## config.mk

```make
export PLATFORM = sky130hd
export DESIGN_NAME = lbp_cfg_regs
export DESIGN_NICKNAME = d
export VERILOG_FILES = /design/src/rtl/lbp_pkg.sv /design/src/rtl/lbp_cfg_regs.sv
export SDC_FILE = /design/constraint.sdc
export NUM_CORES = 1
export LEC_CHECK = 0
export BUFFER_PORTS_ARGS = -buffer_cell sky130_fd_sc_hd__buf_2
export CORE_MARGIN = 2
export CORE_UTILIZATION = 40
export DETAILED_ROUTE_END_ITERATION = 8
export GPL_TIMING_DRIVEN = 0
export PLACE_DENSITY = 0.79
export SYNTH_ARGS = -nofsm -noshare
export SYNTH_HDL_FRONTEND = slang
export SYNTH_SLANG_ARGS = --single-unit
```

## constraint.sdc

```tcl
create_clock -name i_clk -period 3.2 [get_ports i_clk]
set_input_delay 0.32 -clock i_clk [delete_from_list [all_inputs] [get_ports i_clk]]
set_output_delay 0.32 -clock i_clk [all_outputs]
set_load 0.005 [all_outputs]
```

## src/rtl/lbp_pkg.sv

```systemverilog
// Package for the local binary pattern operator: widths, register indexes,
// shared structs and the uniform pattern label table.
// Depends on nothing; every other file of the block imports it.
package lbp_pkg;

    localparam int MAX_WIDTH = 1024;
    localparam int COL_W     = $clog2(MAX_WIDTH);
    localparam int PIX_W     = 8;
    localparam int WIDTH_W   = 11;
    localparam int HEIGHT_W  = 16;
    localparam int DATA_W    = 32;
    localparam int PADDR_W   = 4;
    localparam int MIN_DIM   = 3;

    localparam logic [WIDTH_W-1:0]  WIDTH_RESET  = WIDTH_W'(640);
    localparam logic [HEIGHT_W-1:0] HEIGHT_RESET = HEIGHT_W'(480);

    typedef enum logic [1:0] {
        REG_UNIFORM = 2'd0,
        REG_WIDTH   = 2'd1,
        REG_HEIGHT  = 2'd2
    } t_reg_idx;

    // Effective configuration, already clamped to the legal range.
    typedef struct packed {
        logic                uniform_mode;
        logic [WIDTH_W-1:0]  width;
        logic [HEIGHT_W-1:0] height;
    } t_cfg;

    // Raster position of the pixel currently offered.
    typedef struct packed {
        logic [COL_W-1:0] col;
        logic             emit;
        logic             frame_end;
    } t_pos;

    localparam int NUM_UNIFORM       = 58;
    localparam int NON_UNIFORM_LABEL = 58;
    localparam int LABEL_W           = 6;

    localparam logic [0:NUM_UNIFORM-1][7:0] UNIFORM_CODES = '{
        8'd0,   8'd16,  8'd8,   8'd4,   8'd2,   8'd1,   8'd128, 8'd64,  8'd32,
        8'd24,  8'd12,  8'd6,   8'd3,   8'd129, 8'd192, 8'd96,  8'd48,
        8'd56,  8'd28,  8'd14,  8'd7,   8'd131, 8'd193, 8'd224, 8'd112,
        8'd60,  8'd30,  8'd15,  8'd135, 8'd195, 8'd225, 8'd240, 8'd120,
        8'd124, 8'd62,  8'd31,  8'd143, 8'd199, 8'd227, 8'd241, 8'd248,
        8'd126, 8'd63,  8'd159, 8'd207, 8'd231, 8'd243, 8'd249, 8'd252,
        8'd254, 8'd127, 8'd191, 8'd223, 8'd239, 8'd247, 8'd251, 8'd253,
        8'd255
    };

    typedef logic [255:0][LABEL_W-1:0] t_label_lut;

    // Inverts the uniform code list into a 256-entry label table.
    function automatic t_label_lut f_build_label_lut();
        t_label_lut lut;
        for (int i = 0; i < 256; i++) begin
            lut[i] = LABEL_W'(NON_UNIFORM_LABEL);
        end
        for (int k = 0; k < NUM_UNIFORM; k++) begin
            lut[UNIFORM_CODES[k]] = LABEL_W'(k);
        end
        return lut;
    endfunction

    localparam t_label_lut LABEL_LUT = f_build_label_lut();

endpackage

```

## src/rtl/lbp_cfg_regs.sv

```systemverilog
// Configuration registers of the LBP operator behind an APB-style port.
// Depends on lbp_pkg for register indexes, widths and the t_cfg struct.
module lbp_cfg_regs (
    input  logic                         i_clk,
    input  logic                         i_rst_n,
    input  logic                         psel,
    input  logic                         penable,
    input  logic                         pwrite,
    input  logic [lbp_pkg::PADDR_W-1:0]  paddr,
    input  logic [lbp_pkg::DATA_W-1:0]   pwdata,
    output logic [lbp_pkg::DATA_W-1:0]   prdata,
    output logic                         pready,
    output lbp_pkg::t_cfg                o_cfg
);
    import lbp_pkg::*;

    logic                r_uniform;
    logic [WIDTH_W-1:0]  r_width;
    logic [HEIGHT_W-1:0] r_height;
    t_reg_idx            w_idx;
    logic                w_wr;

    assign pready = 1'b1;
    assign w_idx  = t_reg_idx'(paddr[3:2]);
    assign w_wr   = psel && penable && pwrite && pready;

    always_ff @(posedge i_clk) begin
        if (!i_rst_n) begin
            r_uniform <= 1'b0;
            r_width   <= WIDTH_RESET;
            r_height  <= HEIGHT_RESET;
        end else if (w_wr) begin
            unique case (w_idx)
                REG_UNIFORM: r_uniform <= pwdata[0];
                REG_WIDTH:   r_width   <= pwdata[WIDTH_W-1:0];
                REG_HEIGHT:  r_height  <= pwdata[HEIGHT_W-1:0];
                default: begin
                end
            endcase
        end
    end

    always_comb begin
        unique case (w_idx)
            REG_UNIFORM: prdata = DATA_W'(r_uniform);
            REG_WIDTH:   prdata = DATA_W'(r_width);
            REG_HEIGHT:  prdata = DATA_W'(r_height);
            default:     prdata = '0;
        endcase
    end

    // Out-of-range sizes are clamped here so that the datapath never sees them.
    always_comb begin
        o_cfg.uniform_mode = r_uniform;
        if (32'(r_width) < 32'(MIN_DIM)) begin
            o_cfg.width = WIDTH_W'(MIN_DIM);
        end else if (32'(r_width) > 32'(MAX_WIDTH)) begin
            o_cfg.width = WIDTH_W'(MAX_WIDTH);
        end else begin
            o_cfg.width = r_width;
        end
        if (32'(r_height) < 32'(MIN_DIM)) begin
            o_cfg.height = HEIGHT_W'(MIN_DIM);
        end else begin
            o_cfg.height = r_height;
        end
    end

endmodule

```

==> impl_metrics.ini <==
[run_status]
status = completed

[critical_path]
worst_ep_required_time_ns = 2.88
setup.worst_path.end_class = output port
critical-path-slowest-cell = clkbuf_1
worstPathMaxFanout = 10
timing.critical_path.buf_inv = 3
cp_cell_sequence = buf_2 -> nor2b_1 -> clkbuf_1 -> a22o_1 -> buf_2
critical_path.most_common_cell = buf_2
startpoint_type = input pin
max_stage_delay_ns = 0.42
critPathTopFamily = buffers and inverters
critPathKind = input pin to output port
worstPathArrival_ns = 1.45

[placed_design]
port_buffers = 65
gpl.final_weighted_congestion = 0.859
place.detailed.hpwl_microns = 3220
post-place-cells = 328

[timing]
setup_tns_ns = 0
timing.final.crit_period_ns = 1.77
final.period_utilization = 0.552
max_freq_mhz = 566
unrepaired_setup_endpoints_after_global_routing = no
max-slew-margin-rel = 0.623
hold_viol = 0
finalSetupViolations = 0
clock-skew-final_ns = 0
tightest_slew_ns = 0.566
final_slew_viol_count = 0

[global_route]
number_of_antenna_violations_at_the_first_check_in_global_routing = 0
global_route.overflow_total = 0
first_global_vias = 1310
wire_length_of_the_first_global_routing_pass_microns = 6110
pin_count_of_the_biggest_net_entering_global_routing = 16
grt.total_usage = 0.180

[routing]
drtIter0Drc = 102
met2_length_microns = 2020
total_routed_wire_length_on_the_met1_layer_microns = 1830
via_count = 1535
antenna_left = 0
via_per_inst = 4.62
totalWireLength_microns = 4180
dr_wl_met3_microns = 294
top_layer = met4
drt-wirelength-per-cell_microns = 12.6
detailedRoute.firstPassIterationCount = 4
drc = 0

[pwr]
cellLeakagePower_nw = 1.04
pwr_density_cell_nw_per_um2 = 318
total_switching_power_uw = 163
comb_power_share = 0.144
p_sw_frac = 0.242
power.ir.vdd_worst_mv = 0.166
clock_power_share = 0.325
share_seq_of_total_power = 0.531
power.internal_uw = 511

[cts]
cts_h_tree_depth = 1
clock_latency_ns = 0.27
tritoncts_clock_tree = built
holdBufCountCts = 0
postCtsSetupRepairBufs = 0
cts-root-to-sink-buffers = 2
clock-sinks = 28
post_cts_resized = 0
cts_made_buffers = 3
cts-root-buf = clkbuf_8
cts.clk_slew.worst_paths_ns = 0.09

[finish]
antenna-diode-count = 0
flow.area_growth_from_synthesis_pct = 30.8
nNetsFinal = 324
share_of_layout_cells_above_drive_strength_1 = 0.340
finalNonFillerCells = 332

[yosys]
synth.yosys.seq_area_share = 0.346
yosys.cell_count.top_type = nand2_1
synth_top_family_by_area = simple AND/OR/NAND/NOR gates
synth-edff-count = 0
post-synth-top-area-fraction = 0.346
synth-warning-count = 0
async_flop_share = 0
synth.area.top_cells = dfxtp_1, mux2i_1, buf_4, nand2_1, clkbuf_1
synthSimpleGateAreaFrac = 0.223
netlist-cell-type-count = 25
synth_xor_xnor_area_share = 0
synth-compound-area-share = 0.108
mappedNetlistArea_sq_um = 1620
post-synth-top-area-cell = dfxtp_1
yosys.area_share.adder = 0
synth.mux.area_fraction = 0.142
post_synthesis_cell_count = 198
netlist_top_cells_count = nand2_1, dfxtp_1, clkbuf_1, mux2i_1, buf_4
ys_seq_elements = 28
post_synth.cell_area_avg_sq_um = 8.18
ys_dominant_reg_cell = dfxtp_1

[floorplanning]
die_height_microns = 67.6
die_w_microns = 67.6
initial_utilization = 0.411
floorplan.die_area_sq_um = 4580
number_of_placed_i_o_pins = 102
std_cell_rows = 23
placeableCoreArea_sq_um = 3940

[hold_path]
holdCritPathClass = input pin to register

[job]
timing.max_cap.violations = 0
==> metrics by stage <==
step | hold WS (ns) | worst slack (ns) | power (mW) | util | area [sq um]
final | 0.280 | 1.43 | 0.675 | 0.538 | 2120
after detailed placement | 0.470 | 1.43 | 0.463 | 0.524 | 2060
after global placement | 0.455 | 1.43 | 0.461 | 0.524 | 2060
after CTS | 0.280 | 1.44 | 0.679 | 0.538 | 2120
after floorplan | 0.422 | 1.92 | 0.427 | - | 1680
after global routing | 0.290 | 1.26 | 0.707 | 0.538 | 2120
==> sequential cells by signal, summed over array words and instances (netlist names) <==
register,count
r_height,16
r_width,11
r_uniform,1
==> power groups by stage <==
stage	Clock, mW	Sequential [mW]	Combinational (mW)
CTS	0.224	0.358	0.0969
floorplan	0	0.365	0.0619
detailed placement	0	0.366	0.0964
global route	0.239	0.359	0.109
finish	0.219	0.358	0.0975
global placement	0	0.366	0.0951
==> placed cells by master, fill, tap and decap left out, drive strengths merged, types with 3 or more instances in the layout <==
cell type	netlist	layout
nand2	37	37
conb	2	17
nand3	5	5
nor2b	11	11
nand2b	3	3
dfxtp	28	28
a21oi	4	4
a22o	10	10
nor2	4	4
clkbuf	24	28
nor4	5	5
inv	4	4
mux2i	23	23
buf	22	87
and2	7	7
o211ai	4	4
==> layer usage <==
metal | vias up | GRT usage
met3 | 6 | 0.0367
met2 | 60 | 0.300
met5 | - | 0
li1 | 777 | -
met1 | 692 | 0.232
met4 | 0 | 0.0561
==> worst register-to-register path, cell delays in order, from the launching register on <==
cell and delay (ns):
dfxtp_1 0.39, clkbuf_1 0.37, nand2_1 0.09, mux2i_1 0.14
==> cells by family after synthesis <==
family | Yosys count
muxes | 23
DFF | 28
other | 2
AOI/OAI and AO/OA | 21
and+or+nand+nor | 74
buffers and inverters | 50
==> final cells by class <==
type	instances	area (sq um)
buffer	46	270
clock buffer	4	55.1
sequential	28	561
timing repair buffer	65	325
tap	50	62.6
multi-input combinational	135	831
inverter	4	15.0
fill	404	1820
==> worst paths after layout <==
| path | from | end | slack [ns] | depth (start not counted) |
|---|---|---|---|---|
| max reg2reg | r_width[10] | r_width[10] | 2.15 | 3 |
| min | pwdata[15] | r_height[15] | 0.28 | 3 |
| min reg2reg | r_height[1] | r_height[1] | 0.48 | 2 |
| max | paddr[2] | prdata[4] | 1.43 | 5 |
Note: power is estimated with default switching activity, not from simulation.
