[src/rtl/lbp_pkg.sv]
// Package for the local binary pattern operator: widths, register indexes,
// shared structs and the uniform pattern label table.
// Depends on nothing; every other file of the block imports it.
package lbp_pkg;

    localparam int MAX_WIDTH = 1024;
    localparam int COL_W     = $clog2(MAX_WIDTH);
    localparam int PIX_W     = 8;
    localparam int WIDTH_W   = 11;
    localparam int HEIGHT_W  = 16;
    localparam int DATA_W    = 32;
    localparam int PADDR_W   = 4;
    localparam int MIN_DIM   = 3;

    localparam logic [WIDTH_W-1:0]  WIDTH_RESET  = WIDTH_W'(640);
    localparam logic [HEIGHT_W-1:0] HEIGHT_RESET = HEIGHT_W'(480);

    typedef enum logic [1:0] {
        REG_UNIFORM = 2'd0,
        REG_WIDTH   = 2'd1,
        REG_HEIGHT  = 2'd2
    } t_reg_idx;

    // Effective configuration, already clamped to the legal range.
    typedef struct packed {
        logic                uniform_mode;
        logic [WIDTH_W-1:0]  width;
        logic [HEIGHT_W-1:0] height;
    } t_cfg;

    // Raster position of the pixel currently offered.
    typedef struct packed {
        logic [COL_W-1:0] col;
        logic             emit;
        logic             frame_end;
    } t_pos;

    localparam int NUM_UNIFORM       = 58;
    localparam int NON_UNIFORM_LABEL = 58;
    localparam int LABEL_W           = 6;

    localparam logic [0:NUM_UNIFORM-1][7:0] UNIFORM_CODES = '{
        8'd0,   8'd16,  8'd8,   8'd4,   8'd2,   8'd1,   8'd128, 8'd64,  8'd32,
        8'd24,  8'd12,  8'd6,   8'd3,   8'd129, 8'd192, 8'd96,  8'd48,
        8'd56,  8'd28,  8'd14,  8'd7,   8'd131, 8'd193, 8'd224, 8'd112,
        8'd60,  8'd30,  8'd15,  8'd135, 8'd195, 8'd225, 8'd240, 8'd120,
        8'd124, 8'd62,  8'd31,  8'd143, 8'd199, 8'd227, 8'd241, 8'd248,
        8'd126, 8'd63,  8'd159, 8'd207, 8'd231, 8'd243, 8'd249, 8'd252,
        8'd254, 8'd127, 8'd191, 8'd223, 8'd239, 8'd247, 8'd251, 8'd253,
        8'd255
    };

    typedef logic [255:0][LABEL_W-1:0] t_label_lut;

    // Inverts the uniform code list into a 256-entry label table.
    function automatic t_label_lut f_build_label_lut();
        t_label_lut lut;
        for (int i = 0; i < 256; i++) begin
            lut[i] = LABEL_W'(NON_UNIFORM_LABEL);
        end
        for (int k = 0; k < NUM_UNIFORM; k++) begin
            lut[UNIFORM_CODES[k]] = LABEL_W'(k);
        end
        return lut;
    endfunction

    localparam t_label_lut LABEL_LUT = f_build_label_lut();

endpackage

[src/rtl/lbp_raster_cnt.sv]
// Column and row counters that track the raster position of incoming pixels.
// Depends on lbp_pkg for the t_cfg and t_pos structs.
module lbp_raster_cnt (
    input  logic          i_clk,
    input  logic          i_rst_n,
    input  lbp_pkg::t_cfg i_cfg,
    input  logic          i_accept,
    output lbp_pkg::t_pos o_pos
);
    import lbp_pkg::*;

    logic [COL_W-1:0]    r_col;
    logic [HEIGHT_W-1:0] r_row;
    logic [COL_W-1:0]    n_col;
    logic [HEIGHT_W-1:0] n_row;
    logic                w_row_end;
    logic                w_frame_end;

    // A counter at or beyond the last column or row also ends it, which covers
    // a size reduced in the middle of a frame.
    assign w_row_end   = (32'(r_col) + 32'd1) >= 32'(i_cfg.width);
    assign w_frame_end = w_row_end && ((32'(r_row) + 32'd1) >= 32'(i_cfg.height));

    always_comb begin
        n_col = r_col;
        n_row = r_row;
        if (i_accept) begin
            if (w_row_end) begin
                n_col = '0;
                n_row = w_frame_end ? '0 : HEIGHT_W'(32'(r_row) + 32'd1);
            end else begin
                n_col = COL_W'(32'(r_col) + 32'd1);
            end
        end
    end

    always_ff @(posedge i_clk) begin
        if (!i_rst_n) begin
            r_col <= '0;
            r_row <= '0;
        end else begin
            r_col <= n_col;
            r_row <= n_row;
        end
    end

    assign o_pos.col       = r_col;
    assign o_pos.emit      = (r_row >= HEIGHT_W'(2)) && (r_col >= COL_W'(2));
    assign o_pos.frame_end = w_frame_end;

endmodule

[config.mk]
export PLATFORM = sky130hd
export DESIGN_NAME = lbp_raster_cnt
export DESIGN_NICKNAME = d
export VERILOG_FILES = /design/src/rtl/lbp_pkg.sv /design/src/rtl/lbp_raster_cnt.sv
export SDC_FILE = /design/constraint.sdc
export NUM_CORES = 1
export LEC_CHECK = 0
export BUFFER_PORTS_ARGS = -buffer_cell sky130_fd_sc_hd__buf_2
export CAP_MARGIN = 5
export CORE_ASPECT_RATIO = 1.2
export CORE_MARGIN = 5
export CORE_UTILIZATION = 57
export CTS_BUF_LIST = sky130_fd_sc_hd__clkbuf_8 sky130_fd_sc_hd__clkbuf_16
export DETAILED_ROUTE_END_ITERATION = 8
export GPL_TIMING_DRIVEN = 1
export PLACE_DENSITY = 0.81
export SYNTH_ARGS = -nofsm -noshare
export SYNTH_HDL_FRONTEND = slang
export SYNTH_SLANG_ARGS = --single-unit
export TNS_END_PERCENT = 100
[constraint.sdc]
create_clock -name i_clk -period 4 [get_ports i_clk]
set_input_delay 0.4 -clock i_clk [delete_from_list [all_inputs] [get_ports i_clk]]
set_output_delay 0.4 -clock i_clk [all_outputs]
set_load 0.01 [all_outputs]
==> qor.yml, run 1 <==
layout:
  finalNetCount: 414
  fill_cells: 398
  seq_area_um2: 524
  utilization_pct: 65.3
  diodes: 0
  multi_input_area_um2: 1690
  areaGrowthSynthToFinish_pct: 13.3
  drive_gt1_share_pct: 19.1
logic_synthesis:
  synthDistinctLibCells: 50
  ys_seq_elements: 26
  ys_seq_area_share_pct: 21.5
  synth_top_area_share_pct: 21.5
  synth_largest_area_cell: "dfxtp_1"
  synthCells: 314
  async_flop_share_pct: 0
  yosysWarningCount: 0
  yosysMostFrequentCell: "inv_1"
  syn_area_per_cell_um2: 7.71
  syn_area_um2: 2420
  synthFlopType: "dfxtp_1"
  yosys-top-cells-count: "inv_1 (38), nand2_1 (36), ha_1 (31), dfxtp_1 (26), a21oi_1 (19)"
  synth_edf_count: 0
  ys_top_cells_by_area: "dfxtp_1 (22%), ha_1 (16%), inv_1 (5.9%)"
  synth_fp_nets: 376
setup_path:
  arrival_ps: 3390
  criticalPathCategory: "reg2out"
  r2r_cells: 15
  critPathMaxStageDelay_ps: 500
  critPathMaxFanout: 7
  cp-start-kind: "flip-flop"
  end_kind: "output port"
  rr_startpoint: "r_row[9]"
  required_ps: 3600
  cp-startpoint: "r_row[9]"
  crit_path_cell_trace: "inv_1 > nor3_1 > and3_1 > nor2b_1 > xnor2_1 > inv_1 > ha_1 > and4_1 > nand2_1 > a2111oi_1 > buf_4 > nor4_4 > nand2_1 > and2_1 > buf_2"
  slowest_stage: "dfxtp_1"
pwr:
  p_per_area_nw_per_um2: 182
  total_power_uw: 499
  vdd_drop_max_mv: 0.116
  p_leak_uw: 0.00137
die:
  die_area_um2: 5650
  placementRows: 26
  die_h_um: 81.4
  die_w_um: 69.5
  start_util_pct: 57.7
  num_io_pins: 43
  coreArea_um2: 4200
min_path:
  hold_class: "reg2reg"
  hp-start: "r_row[0]"
  worstHoldPathCells: 2
placed_design:
  io_buffers: 41
  place.gp.congestion: 0.893
  place_ws_ps: 340
  dp_hpwl_um: 4370
clock_network:
  clk_latency_ps: 280
  cts_root_buf: "clkbuf_8"
  clk_pin_slew_ps: 90
  cts_tree: "done"
  htreeDepth: 1
  post_cts_buffers: 0
  clock_sink_count: 26
  cts_max_path_buffers: 2
  cts_buffers: 3
routing:
  dr.pass1.iters: 4
  totalWireLength_um: 5550
  remaining_drc_errors: 0
  routedWlPerCell_um: 13.6
  post_drt_via_cell_ratio: 5.63
  drt-initial-drc-count: 154
  num_vias: 2291
  drtAntennaViolNets: 0
timing:
  hold_viol: 0
  period_needed_ps: 3790
  slew_violations: 0
  setup_viol: 0
  finalCritPeriodShare_pct: 94.8
  skew_ps: 5.47
  fin_setup_tns_ps: 0
  rsz0062_at_grt: "false"
  fmax_ghz: 0.264
  relSlewSlack_pct: 58.6
  tightest_slew_ps: 617
  fin_ws_ps: 207
grt:
  overflow: 0
  grt_antenna_before_repair: 0
  grt_pass1_wl_um: 9330
  grt_max_degree: 26
  track_usage_pct: 19.9
  grt_pass1_vias: 2213
outcome:
  status: "completed"
job:
  cap_violations: 0
-- where the power goes --
| part | total [uW] | switching [uW] | internal, uW |
|---|---|---|---|
| registers | 263 | 3.21 | 260 |
| logic | 60.9 | 33.1 | 27.8 |
| clock network | 175 | 86.3 | 88.3 |
-- worst max-delay path: cells and delay by family, from the launching register on --
kind | cells | cell delay [ps]
buffers and inverters | 4 | 510
and+or+nand+nor | 8 | 1330
AOI/OAI and AO/OA | 1 | 280
xor gates and xnor gates | 1 | 180
adders and majority gates | 1 | 320
DFF | 1 | 500
-- routing by layer --
metal	vias up	GRT usage [%]	part of all wire [%]
li1	1178	-	-
met1	1056	21.3	43
met2	52	40.2	51
met3	5	2.10	4.3
met4	0	6.64	1.3
met5	-	0	0
-- layout make-up --
cell class / instances / share of cell area, %
inverter: 39 / 5.34
timing repair buffer: 48 / 9.40
sequential: 26 / 19.1
tap: 56 / 2.56
clock buffer: 4 / 2.01
multi-input combinational: 234 / 61.6
-- cell usage in the layout, fill, tap and decap left out, types with 5 or more instances in the layout --
| master | Yosys | layout |
|---|---|---|
| xor2_1 | 9 | 9 |
| a21oi_1 | 19 | 19 |
| nand2_1 | 36 | 36 |
| nand3_1 | 14 | 14 |
| buf_4 | 1 | 7 |
| a31oi_1 | 5 | 5 |
| nor4_1 | 7 | 7 |
| nand3b_1 | 6 | 6 |
| xnor2_1 | 13 | 13 |
| nand4_1 | 8 | 8 |
| nor2_1 | 13 | 13 |
| nor3_1 | 7 | 7 |
| inv_1 | 38 | 38 |
| dfxtp_1 | 26 | 23 |
| buf_2 | 4 | 41 |
| and3_1 | 8 | 8 |
| o21ai_0 | 13 | 13 |
| nor2b_1 | 5 | 5 |
| ha_1 | 31 | 30 |
-- registers in the layout, summed over array words and instances (netlist names) --
name and flops:
r_row 16, r_col 10
-- cells by family (layout without fill, tap and decap cells) --
kind of cell	Yosys count	after routing	synth area share (%)
flops	26	26	21.5
fa+ha+maj	31	31	16.0
buf+inv	54	91	9.05
xor+xnor	22	22	7.96
compound gates	63	63	19.4
simple gates	118	118	26.1
-- timing repair --
action | 4_1_cts | 5_1_grt
gates resized for setup | 0 | 5
endpoints found under the setup margin | 0 | 2
hold endpoints to repair | 0 | 0
hold buffers | 0 | 0
-- final timing paths --
| check | endpoint | slack (ps) |
|---|---|---|
| worst max register to register | r_row[3] | 390 |
| worst max-delay path | o_pos[0] | 210 |
| worst min-delay path | r_row[0] | 520 |
| worst min register to register | r_row[0] | 520 |
-- per-stage QoR --
stage	hold WS (ps)	area, um^2	instances
floorplan	483	2420	314
global placement	494	2680	403
detailed placement	510	2680	403
CTS	523	2730	407
global route	547	2740	407
finish	520	2740	407
No activity file was read; power rests on OpenSTA's default activity.
==> run 2: changes to the inputs <==
--- a/config.mk
+++ b/config.mk
@@ -5,6 +5,7 @@
 export SDC_FILE = /design/constraint.sdc
 export NUM_CORES = 1
 export LEC_CHECK = 0
+export ABC_AREA = 1
 export BUFFER_PORTS_ARGS = -buffer_cell sky130_fd_sc_hd__buf_2
 export CAP_MARGIN = 5
 export CORE_ASPECT_RATIO = 1.2
==> qor.yml, run 2 <==
pwr:
  p_per_area_nw_per_um2: 180  # -0.92%
  vdd_drop_max_mv: 0.126  # +8.7%
  p_leak_uw: 0.00151  # +10%
outcome:
  status: "completed"
logic_synthesis:
  synth_top_area_share_pct: 21.9  # +0.35 points
  synthSimpleGateAreaFrac_pct: 31.3  # +5.2 points
  synthCells: 371  # +18%
  synth_fp_nets: 433  # +15%
  synth_xor_area_share_pct: 6.99  # -0.97 points
  yosysMostFrequentCell: "nand2_1"
  synthFlopType: "dfxtp_1"
  synthMuxAreaShare_pct: 0  # unchanged
  synth_compound_area_share_pct: 10.1  # -9.2 points
  yosys-top-cells-count: "nand2_1 (111), inv_1 (71), a21oi_1 (34), ha_1 (31), dfxtp_1 (26)"
  yosys.area_share.adder_pct: 16.3  # +0.26 points
  yosysWarningCount: 0  # unchanged
  synth_edf_count: 0  # unchanged
  synth_top_family_by_area: "simple AND/OR/NAND/NOR gates"
  syn_area_per_cell_um2: 6.42  # -17%
  synthDistinctLibCells: 30  # -40%
  ys_seq_elements: 26  # unchanged
  syn_area_um2: 2380  # -1.6%
  ys_seq_area_share_pct: 21.9  # +0.35 points
  synth_largest_area_cell: "dfxtp_1"
  async_flop_share_pct: 0  # unchanged
  ys_top_cells_by_area: "dfxtp_1 (22%), nand2_1 (17%), ha_1 (16%)"
timing:
  period_needed_ps: 3390  # -402 ps
  slew_violations: 0  # unchanged
  finalCritPeriodShare_pct: 84.8  # -10 points
  fin_setup_tns_ps: 0  # unchanged
  relSlewSlack_pct: 50.2  # -8.4 points
  tightest_slew_ps: 747  # +130 ps
  fmax_ghz: 0.295  # +12%
  fin_ws_ps: 610  # +402 ps
  rsz0062_at_grt: "false"
  skew_ps: 2.97  # -2.50 ps
  hold_viol: 0  # unchanged
  setup_viol: 0  # unchanged
die:
  die_w_um: 69  # -0.69%
  start_util_pct: 59.5  # +1.8 points
  die_area_um2: 5580  # -1.4%
  die_h_um: 80.8  # -0.71%
  coreArea_um2: 4000  # -4.6%
  placementRows: 25  # -3.8%
  num_io_pins: 43  # unchanged
routing:
  routedWlPerCell_um: 11.5  # -15%
  post_drt_via_cell_ratio: 5.03  # -11%
  dr.pass1.iters: 4  # unchanged
  drtAntennaViolNets: 0  # unchanged
  drt-initial-drc-count: 87  # -44%
  num_vias: 2323  # +1.4%
  remaining_drc_errors: 0  # unchanged
  totalWireLength_um: 5340  # -3.8%
layout:
  diodes: 0  # unchanged
  final_cells: 462  # +14%
  finalNetCount: 472  # +14%
  final_common_cell: "nand2_1"
  largest_reg_flops: 16  # unchanged
  utilization_pct: 66.2  # +0.83 points
  reg.largest.list: "r_row: 16 flops, r_col: 10 flops"
  drive_gt1_share_pct: 15.2  # -3.9 points
  layout_common_cells: "nand2_1 (111), inv_1 (71), buf_2 (41), a21oi_1 (34), ha_1 (31)"
  areaGrowthSynthToFinish_pct: 11.2
  regMostFlops: "r_row"
grt:
  grt_antenna_before_repair: 0  # unchanged
  overflow: 0  # unchanged
  grt_pass1_wl_um: 8830  # -5.4%
  grt_pass1_vias: 2128  # -3.8%
  grt_max_degree: 17  # -35%
  track_usage_pct: 19.2  # -0.70 points
placed_design:
  dp_hpwl_um: 4240  # -2.9%
  place.gp.congestion: 0.839  # -6.0%
  dpl.cell_count: 459  # +14%
  io_buffers: 41  # unchanged
  place_ws_ps: 956  # +616 ps
clock_network:
  clk_pin_slew_ps: 90  # about the same
  cts_buffers: 3  # unchanged
  cts_root_buf: "clkbuf_8"
  clk_latency_ps: 270  # about the same
  cts_hold_buf: 0  # unchanged
  htreeDepth: 1  # unchanged
  post_cts_buffers: 0  # unchanged
  clock_sink_count: 26  # unchanged
  cts_tree: "done"
  cts_max_path_buffers: 2  # unchanged
  cts_resized: 0  # unchanged
setup_path:
  cp-start-kind: "flip-flop"
  arrival_ps: 2990  # -400 ps
  criticalPathCategory: "reg2out"
  required_ps: 3600  # about the same
  critPathMaxFanout: 13  # +6
  end_kind: "output port"
job:
  cap_violations: 0  # unchanged
min_path:
  hold_class: "in2reg"
[run 2: cell types whose count changed after synthesis, sizes merged, moves of 6 or more]
| cell | change |
|---|---|
| a21oi | +16 |
| and3 | -7 |
| clkbuf | -6 |
| inv | +34 |
| nand2 | +81 |
| nand3b | -6 |
| nand4 | -6 |
| nor2 | +12 |
| o21ai | -9 |
| xnor2 | -12 |
| xor2 | +9 |
[run 2: metrics by stage]
stage / area, um^2 / hold WS [ps] / power (uW)
6_report: 2650 / 443 / 478
5_1_grt: 2650 / 458 / 501
4_1_cts: 2650 / 452 / 478
3_5_place_dp: 2610 / 485 / 334
3_3_place_gp: 2610 / 474 / 332
2_1_floorplan: 2380 / 457 / 309
[run 2: path summary, 6_finish.rpt]
kind | from | endpoint | slack, ps | depth (start not counted)
setup / recovery | r_row[1] | o_pos[0] | 610 | 18
setup reg to reg | r_col[0] | r_row[13] | 990 | 15
hold / removal | i_accept | r_col[0] | 440 | 3
hold reg to reg | r_col[8] | r_col[8] | 500 | 2
[run 2: logic make-up after synthesis]
logic type,after synthesis
AO/OA/AOI/OAI,44
adder cells (fa/ha/maj),31
XOR/XNOR,19
buffers and inverters,80
flip-flops,26
AND/OR/NAND/NOR,171
[run 2: critical path, stage by stage (launching register included)]
cell	delay [ps]
dfxtp_1	430
ha_1	250
nand3_2	130
inv_2	80
nand2_2	80
nor3_4	200
nand2_1	90
nand2_1	90
clkinv_1	90
ha_1	280
nand2_1	60
nor2_1	140
nand2_1	80
o21ai_0	170
nor2_1	80
nand3_2	80
nand2_2	180
inv_1	90
buf_2	120
[run 2: layer usage]
| metal | wire length, um | global-route usage (%) |
|---|---|---|
| met1 | 2100 | 19.5 |
| met2 | 2840 | 38.9 |
| met3 | 234 | 2.23 |
| met4 | 163 | 8.40 |
| met5 | 0 | 0 |
[run 2: area by class of cell]
class	count	area [um^2]
Inverter	73	274
Sequential cell	26	520
Clock buffer	3	41.3
Fill cell	411	1360
Timing Repair Buffer	41	205
Tap cell	54	67.6
Multi-Input combinational cell	265	1540
[run 2: report_power, final]
| part | leakage [uW] | internal (uW) | switching (uW) |
|---|---|---|---|
| combinational | 0.00128 | 27.9 | 35.3 |
| sequential | 0.000210 | 261 | 3.96 |
| clock | 0.0000216 | 67.5 | 82.3 |
